## config.mk

```make
export PLATFORM = sky130hd
export DESIGN_NAME = gso_ctrl
export DESIGN_NICKNAME = d
export VERILOG_FILES = /design/src/hw/rtl/gso_pkg.sv /design/src/hw/rtl/gso_ctrl.sv
export VERILOG_INCLUDE_DIRS = /design/src /design/src/hw/rtl
export SDC_FILE = /design/constraint.sdc
export NUM_CORES = 1
export LEC_CHECK = 0
export BUFFER_PORTS_ARGS = -buffer_cell sky130_fd_sc_hd__buf_2
export CAP_MARGIN = 30
export CORE_MARGIN = 8
export CORE_UTILIZATION = 60
export CTS_CLUSTER_SIZE = 30
export DETAILED_ROUTE_END_ITERATION = 10
export MAX_ROUTING_LAYER = met4
export PLACE_DENSITY = 0.86
export SYNTH_ARGS = -nofsm -noshare
export SYNTH_HDL_FRONTEND = slang
export SYNTH_SLANG_ARGS = --single-unit
```

## constraint.sdc

```tcl
create_clock -name clk -period 4.95 [get_ports clk]
set_input_delay 0.495 -clock clk [delete_from_list [all_inputs] [get_ports clk]]
set_output_delay 0.495 -clock clk [all_outputs]
set_load 0.03 [all_outputs]
```

## src/hw/rtl/assert_macros.svh

```systemverilog
// Assertion macros used by the orthonormaliser sequencer, gso_ctrl.
// No dependencies.
`ifndef ASSERT_MACROS_SVH
`define ASSERT_MACROS_SVH
`define CHK_IMPL(lbl, ante, cons, msg) \
	lbl: assert property (@(posedge clk) disable iff (!arst_n) (ante) |-> (cons)) \
		else $error(msg);
`define CHK_NEXT(lbl, ante, cons, msg) \
	lbl: assert property (@(posedge clk) disable iff (!arst_n) (ante) |=> (cons)) \
		else $error(msg);
`endif

```

## src/hw/rtl/gso_pkg.sv

```systemverilog
// Shared types and constants for the Gram-Schmidt block.
// No dependencies.
`timescale 1ns / 1ps
package gso_pkg;
	localparam logic [1:0] REG_DIMENSION = 2'd0;
	localparam logic [1:0] REG_VECTOR_COUNT = 2'd1;
	localparam logic [1:0] REG_NORMALIZE = 2'd2;

	typedef enum logic [4:0] {
		ST_LOAD,
		ST_PJ_CLR,
		ST_PJ_DOT,
		ST_PJ_CHK,
		ST_PJ_START,
		ST_PJ_DIV,
		ST_PJ_UPD,
		ST_PJ_FLUSH,
		ST_PJ_NEXT,
		ST_NM_CLR,
		ST_NM_DOT,
		ST_NM_CHK,
		ST_NM_SQRT,
		ST_NM_SWAIT,
		ST_NM_RD,
		ST_NM_DIVS,
		ST_NM_DWAIT,
		ST_NM_WR,
		ST_NM_NEXT,
		ST_OUT_PRE,
		ST_OUT
	} state_t;

	typedef enum logic [2:0] {
		OP_IDLE,
		OP_CLR,
		OP_ACC,
		OP_PDIV,
		OP_SQRT,
		OP_UPD,
		OP_NDIV,
		OP_NWR
	} op_t;

	typedef struct packed {
		op_t        op;
		logic [3:0] ra_vec;
		logic [3:0] rb_vec;
		logic [3:0] comp;
		logic       wr_en;
	} dp_cmd_t;

	typedef struct packed {
		logic busy;
		logic den_zero;
		logic len_zero;
	} dp_sts_t;
endpackage

```

## src/hw/rtl/gso_ctrl.sv

```systemverilog
// Sequencer for load, projection, normalisation and result streaming.
// Depends on gso_pkg and assert_macros.svh.
`timescale 1ns / 1ps
`include "assert_macros.svh"
module gso_ctrl (
	input  logic                       clk,
	input  logic                       arst_n,
	input  logic [3:0]                 dim,
	input  logic [3:0]                 cnt,
	input  logic                       norm_en,
	input  logic                       restart,
	input  logic                       in_valid,
	output logic                       in_stall,
	output logic                       out_valid,
	input  logic                       out_stall,
	output logic [3:0]                 vec,
	output logic [3:0]                 comp,
	output logic                       last,
	output gso_pkg::dp_cmd_t           cmd,
	input  gso_pkg::dp_sts_t           sts
);
	import gso_pkg::*;
	state_t state_q, state_d;
	logic [3:0] i_q, j_q, c_q;
	logic [3:0] i_d, j_d, c_d;

	always_ff @(posedge clk or negedge arst_n) begin
		if (!arst_n) begin
			state_q <= ST_LOAD;
			i_q <= '0;
			j_q <= '0;
			c_q <= '0;
		end else begin
			state_q <= state_d;
			i_q <= i_d;
			j_q <= j_d;
			c_q <= c_d;
		end
	end

	always_comb begin
		state_d = state_q;
		i_d = i_q;
		j_d = j_q;
		c_d = c_q;
		cmd = '{op: OP_IDLE, ra_vec: j_q, rb_vec: i_q, comp: c_q, wr_en: 1'b0};
		in_stall = 1'b1;
		out_valid = 1'b0;
		case (state_q)
		ST_LOAD: begin
			in_stall = restart;
			if (restart) begin
				i_d = '0;
				c_d = '0;
			end else if (in_valid) begin
				cmd.wr_en = 1'b1;
				c_d = c_q + 4'd1;
				if (c_q == dim - 4'd1) begin
					c_d = '0;
					i_d = i_q + 4'd1;
					if (i_q == cnt - 4'd1) begin
						j_d = '0;
						if (cnt == 4'd1) begin
							i_d = '0;
							state_d = norm_en ? ST_NM_CLR : ST_OUT_PRE;
						end else begin
							i_d = 4'd1;
							state_d = ST_PJ_CLR;
						end
					end
				end
			end
		end
		ST_PJ_CLR: begin
			cmd.op = OP_CLR;
			c_d = '0;
			state_d = ST_PJ_DOT;
		end
		ST_PJ_DOT: begin
			cmd.op = OP_ACC;
			if (c_q == dim - 4'd1) state_d = ST_PJ_CHK;
			else c_d = c_q + 4'd1;
		end
		ST_PJ_CHK: begin
			state_d = ST_PJ_START;
		end
		ST_PJ_START: begin
			if (sts.den_zero) begin
				state_d = ST_PJ_NEXT;
			end else begin
				cmd.op = OP_PDIV;
				state_d = ST_PJ_DIV;
			end
		end
		ST_PJ_DIV: begin
			if (!sts.busy) begin
				c_d = '0;
				state_d = ST_PJ_UPD;
			end
		end
		ST_PJ_UPD: begin
			cmd.op = OP_UPD;
			if (c_q == dim - 4'd1) state_d = ST_PJ_FLUSH;
			else c_d = c_q + 4'd1;
		end
		ST_PJ_FLUSH: begin
			state_d = ST_PJ_NEXT;
		end
		ST_PJ_NEXT: begin
			if (j_q == i_q - 4'd1) begin
				j_d = '0;
				if (i_q == cnt - 4'd1) begin
					i_d = '0;
					state_d = norm_en ? ST_NM_CLR : ST_OUT_PRE;
				end else begin
					i_d = i_q + 4'd1;
					state_d = ST_PJ_CLR;
				end
			end else begin
				j_d = j_q + 4'd1;
				state_d = ST_PJ_CLR;
			end
		end
		ST_NM_CLR: begin
			cmd.op = OP_CLR;
			c_d = '0;
			state_d = ST_NM_DOT;
		end
		ST_NM_DOT: begin
			cmd.op = OP_ACC;
			cmd.ra_vec = i_q;
			if (c_q == dim - 4'd1) state_d = ST_NM_CHK;
			else c_d = c_q + 4'd1;
		end
		ST_NM_CHK: begin
			state_d = ST_NM_SQRT;
		end
		ST_NM_SQRT: begin
			cmd.op = OP_SQRT;
			state_d = ST_NM_SWAIT;
		end
		ST_NM_SWAIT: begin
			if (!sts.busy) begin
				c_d = '0;
				state_d = sts.len_zero ? ST_NM_NEXT : ST_NM_RD;
			end
		end
		ST_NM_RD: begin
			state_d = ST_NM_DIVS;
		end
		ST_NM_DIVS: begin
			cmd.op = OP_NDIV;
			state_d = ST_NM_DWAIT;
		end
		ST_NM_DWAIT: begin
			if (!sts.busy) state_d = ST_NM_WR;
		end
		ST_NM_WR: begin
			cmd.op = OP_NWR;
			if (c_q == dim - 4'd1) begin
				state_d = ST_NM_NEXT;
			end else begin
				c_d = c_q + 4'd1;
				state_d = ST_NM_RD;
			end
		end
		ST_NM_NEXT: begin
			if (i_q == cnt - 4'd1) begin
				i_d = '0;
				state_d = ST_OUT_PRE;
			end else begin
				i_d = i_q + 4'd1;
				state_d = ST_NM_CLR;
			end
		end
		ST_OUT_PRE: begin
			i_d = '0;
			c_d = '0;
			state_d = ST_OUT;
			cmd.rb_vec = i_d;
			cmd.comp = c_d;
		end
		ST_OUT: begin
			out_valid = 1'b1;
			if (!out_stall) begin
				c_d = c_q + 4'd1;
				if (c_q == dim - 4'd1) begin
					c_d = '0;
					i_d = i_q + 4'd1;
					if (i_q == cnt - 4'd1) begin
						i_d = '0;
						state_d = ST_LOAD;
					end
				end
			end
			cmd.rb_vec = i_d;
			cmd.comp = c_d;
		end
		default: begin
			state_d = ST_LOAD;
		end
		endcase
	end

	assign vec = i_q;
	assign comp = c_q;
	assign last = (i_q == cnt - 4'd1) && (c_q == dim - 4'd1);

	`CHK_IMPL(a_out_ld, out_valid, state_q != ST_LOAD, "output during load")
	`CHK_IMPL(a_in_ld, !in_stall, state_q == ST_LOAD, "input taken outside load")
	`CHK_NEXT(a_wrap, state_q == ST_OUT && last && !out_stall, state_q == ST_LOAD, "no wrap")
endmodule

```

==> Word level (Yosys, flattened, before mapping) <==
Cells that the tools add are included.
{ "word_totals": {"ram_bits": 0, "romBits": 0, "mem_count": 0, "out_inout_bits": 27, "input_bits": 17, "latch_bits": 0, "reg_bits": 17} }
{ "op_classes": {"multipliers": 0, "shifts": 0, "bitwise_logic": 0, "n_lt_le_gt_ge": 0, "reduce_logical": 14, "n_eq_ne": 42, "n_div": 0, "addsub": 6, "mux": 54} }
{ "op_table": {"columns": ["cell", "n"], "rows": [
  ["5-bit case mux with 21 select lines", 1],
  ["5-bit 2-to-1 mux", 20],
  ["4-bit 2-to-1 mux", 21],
  ["5-bit by 4-bit equality test with 1-bit output (second input constant)", 8],
  ["4-bit case mux with 5 select lines", 2],
  ["2-bit inequality test (second input constant)", 16],
  ["5-bit equality test (second input constant)", 5],
  ["3-bit case mux with 7 select lines", 1],
  ["5-bit by 3-bit equality test with 1-bit output (second input constant)", 4],
  ["8-bit case mux with 2 select lines", 1],
  ["13-bit AND reduction", 1],
  ["4-bit by 1-bit adder with 4-bit output (second input constant)", 3],
  ["4-bit equality test", 3],
  ["4-bit by 1-bit subtractor with 4-bit output (second input constant)", 3],
  ["5-bit by 2-bit equality test with 1-bit output (second input constant)", 2],
  ["5-bit nonzero test", 2],
  ["4-bit case mux with 2 select lines", 1],
  ["4-bit AND reduction", 2],
  ["1-bit 2-to-1 mux", 6],
  ["3-bit inequality test (second input constant)", 2],
  ["2-bit OR reduction", 3],
  ["5-bit by 1-bit equality test with 1-bit output (second input constant)", 1],
  ["5-bit logical NOT", 1],
  ["5-bit AND reduction", 1],
  ["6 further kinds", 6]
]} }

==> Longest topological paths before layout <==
{ "depth": {"ltp_word": 7, "depth_mapped": 9, "depth_no_buf": 8} }

==> Least setup slack after synthesis <==
Ideal clock, no wire load.
{ "synth_path": {"path_kind": "input to output", "from": "in dim[0]", "to": "out cmd[7] (netlist name)", "slack_ns": 1.998, "path_stages": 8, "arrival_ns": 2.457, "path_buffers": 0, "path_cell_list": "inv_1 -> ha_1 -> xor3_1 -> nor3_2 -> nand2_2 -> nor3_1 -> a22oi_1 -> o21ai_0"} }
{ "synth_rtl": {"columns": ["element", "line_no", "source"], "rows": [
  ["from (decl)", "gso_ctrl.sv:8", "input logic [3:0] dim,"],
  ["to (decl)", "gso_ctrl.sv:19", "output gso_pkg::dp_cmd_t cmd,"]
]} }

==> reports/results.txt <==
Once the clock tree was built, the setup fixing pass inserted 0 buffers. VDD sags by at most 0.3613 mV. Max-cap violations in this run came to 0. The critical path is of the reg -> out type.

The run gives 0 as the number of setup violations in the final report. The tools report the row count as 21. In this run the remaining antenna-violating nets after routing total 0.

The logs give 0 for the post-cts repair resize count and 17 for the clock sink total. Each instance of the synthesized netlist takes up on average 7.692 µm². For the initial core utilization, the log shows 63.36%. Data on the critical path is required at its endpoint by 4.45 ns. The first global-routing pass estimated 9.252 mm of wire. The per-cell routed wire length is 16.07 µm, and the total nets after synthesis is 301. Growth of design area from synthesis to finish: 9.689%. The critical path runs through a total of 7 cells. The cell area after synthesis was 0.002131 mm²; the number of vias per cell after detailed routing was 6.219. The logs give 0 for the number of hold-slack violations in the final timing report and 0 for the total count of max-transition violations in the final report. The clock arrives with 0.009183 ns of skew. For the final routed database, the setup TNS stands at 0 ns.

The number of buffer and inverter instances along the worst setup path is 1. The clock passes through at most 2 buffers. The async set-or-reset flop fraction in the synthesized netlist was 100.0%. The number of hold-repair buffers added at the cts stage is 0. At the pin with the least slew margin, the transition time is 0.6648 ns. Global placement routability congestion: 0.9872. Number of antenna cells inserted: 0.

Broken down by cell family, the worst path's largest delay share belongs to flip-flops. The clock slew seen by the registers of the worst setup and hold paths was 0.11 ns; the final-stage net count was 331. The tree is rooted in a sky130_fd_sc_hd__clkbuf_4. Cell at the slowest stage of the critical path: sky130_fd_sc_hd__dfrtp_1. The final worst slack was 1.836 ns. Clock tree synthesis inserted a total of 3 buffers.

The static leakage power is 0.001029 µW, and the first-pass detailed-route iteration total is 5. After layout, the worst path uses 62.92% of the clock period. The number of cells on the worst reg-to-reg path came out at 7.

The logs give 2.62 ns for the arrival time at the worst endpoint and 0 for the detailed-route DRC error count. In this run the count of I/O pins placed on the die edge is 44. After layout, the minimum clock period comes to 3.114 ns. The top cell types in the final layout, fill and taps aside, are sky130_fd_sc_hd__buf_2 (43), sky130_fd_sc_hd__nand2_1 (27), sky130_fd_sc_hd__o21ai_0 (23).

Along the worst path, the maximum fanout reaches 12. The worst-case setup slack after placement came out at 1.856 ns. For this run, the leading register cell type out of synthesis is sky130_fd_sc_hd__dfrtp_1.

The detailed router finished its first iteration with 336 violations. The floorplan step set the die height to 75.59 µm. The total overflow reported by the global router was 0. The final routed wirelength across all metal layers was 5.655 mm. Walking the worst path, the cells encountered are xor3_1 -> nor3_2 -> nand2_1 -> a211o_1 -> a22oi_1 -> o21ai_1 -> buf_2. The run gives 0.003363 mm² as the floorplan core area. After synthesis, flip-flops and latches occupy 19.96% of the total area. In this run the worst hold path is classified as in -> async. Synthesis handed over a netlist of 277 instances.

The type of destination of the critical path is an output pin. The run gives 2.28 ns as the reg-to-reg setup timing slack. TritonCTS built the clock tree. Yosys mapped a number of flops with a built-in enable equal to 0. At the end of the flow the core is filled with cells to 69.49%. The die covers 0.005714 mm².

On the final layout, the worst hold slack is 0.1088 ns. The run gives 0 as the yosys synthesis warning count. The maximum clock frequency was 321.1 MHz; the detailed-placement wirelength estimate was 4.408 mm. Summing internal, switching and leakage power gives 1514 µW. The run finished with clean final reports. Setup repair after global routing left no endpoint under its margin. Areal power density over the cells: 647.9 mW/mm². In the final layout, the share of cells above drive strength 1 is 21.90%. Total routing resource utilization after global routing: 21.16%. Most common cell after layout, fill and taps aside: sky130_fd_sc_hd__buf_2. The deepest level of the CTS H-tree was 1; the number of antenna violations at the first check in global routing was 0. The floorplan die width was 75.59 µm; the total number of vias was 2189. The worst pin sits at a relative slew slack of 55.68%. The total of buffers placed on input and output ports works out to 43. The number of global-route vias before repair is 2077, and the insertion delay to the later sink of the worst-skew pair is 0.31 ns. The worst setup path is launched from a register. Synthesis inferred 17 register bits.

The maximum single-stage delay on the critical path was 0.59 ns; the largest net degree at the start of global routing was 25. Yosys mapped the design onto 64 distinct sky130hd cell types.
[stage by stage]
step / area, µm² / std cells
CTS: 2337 / 352
floorplan: 2131 / 277
global placement: 2311 / 348
detailed placement: 2311 / 348
finish: 2337 / 352
global route: 2337 / 352
[metal layers]
layer / GRT usage [%] / vias to the layer above / share of wire (%)
met1: 26.63 / 1011 / 45
li1: - / 1073 / -
met5: - / - / 0
met3: 3.421 / 13 / 6.7
met4: 8.529 / 0 / 2.4
met2: 32.98 / 92 / 46
[report_power, final]
group	internal [µW]	total (µW)	switching (µW)
clock network	31.5	81.0	49.5
registers	197	371	175
logic	424	1060	638
total	652	1510	862
[final timing paths]
kind / startpoint / to
max: vec[2] / cmd[8]
min: arst_n / vec[0]
max reg2reg: state_q[1] / state_q[1]
min reg2reg: j_q[2] / j_q[2]
max in group asynchronous: arst_n / state_q[2]
min in group clk: norm_en / state_q[3]
[synthesized netlist by cell type (all sizes together) (3+ instances only)]
library cell	number	area, µm²
nor3	12	75.07
and2	5	32.53
inv	17	63.81
a22o	4	35.03
xnor2	10	95.10
o21ai	26	130.1
nand4	5	31.28
dfrtp	17	425.4
clkbuf	5	18.77
xor3	3	71.32
nand3	13	65.06
o22ai	3	18.77
and3	3	18.77
nor4	4	25.02
a31oi	3	18.77
nand2	28	107.6
a21oi	11	62.56
nor2	21	81.33
nand2b	4	25.02
a22oi	4	30.03
nor2b	8	50.05
xor2	5	43.79
a32o	5	50.05
o211ai	4	30.03
buf	13	73.82
ha	7	87.58
mux2	3	33.78
[kinds of logic after synthesis]
kind of cell / share of synthesized area, %
muxes: 2.525
xor gates and xnor gates: 9.865
and+or+nand+nor: 26.60
buffers and inverters: 7.516
DFF: 19.96
AOI/OAI and AO/OA: 28.95
adders and majority gates: 4.580
[registers in the layout (all words and copies together), names as in the netlist]
| signal | count |
|---|---|
| state_q | 5 |
| j_q | 4 |
| vec | 4 |
| comp | 4 |
[final cells by class]
type,count,area (µm²)
Timing Repair Buffer,43,215.2
Clock buffer,4,26.28
Fill cell,307,1026
Multi-Input combinational cell,224,1545
Tap cell,46,57.56
Inverter,18,67.56
Sequential cell,17,425.4
No activity file was read; power rests on OpenSTA's default activity.
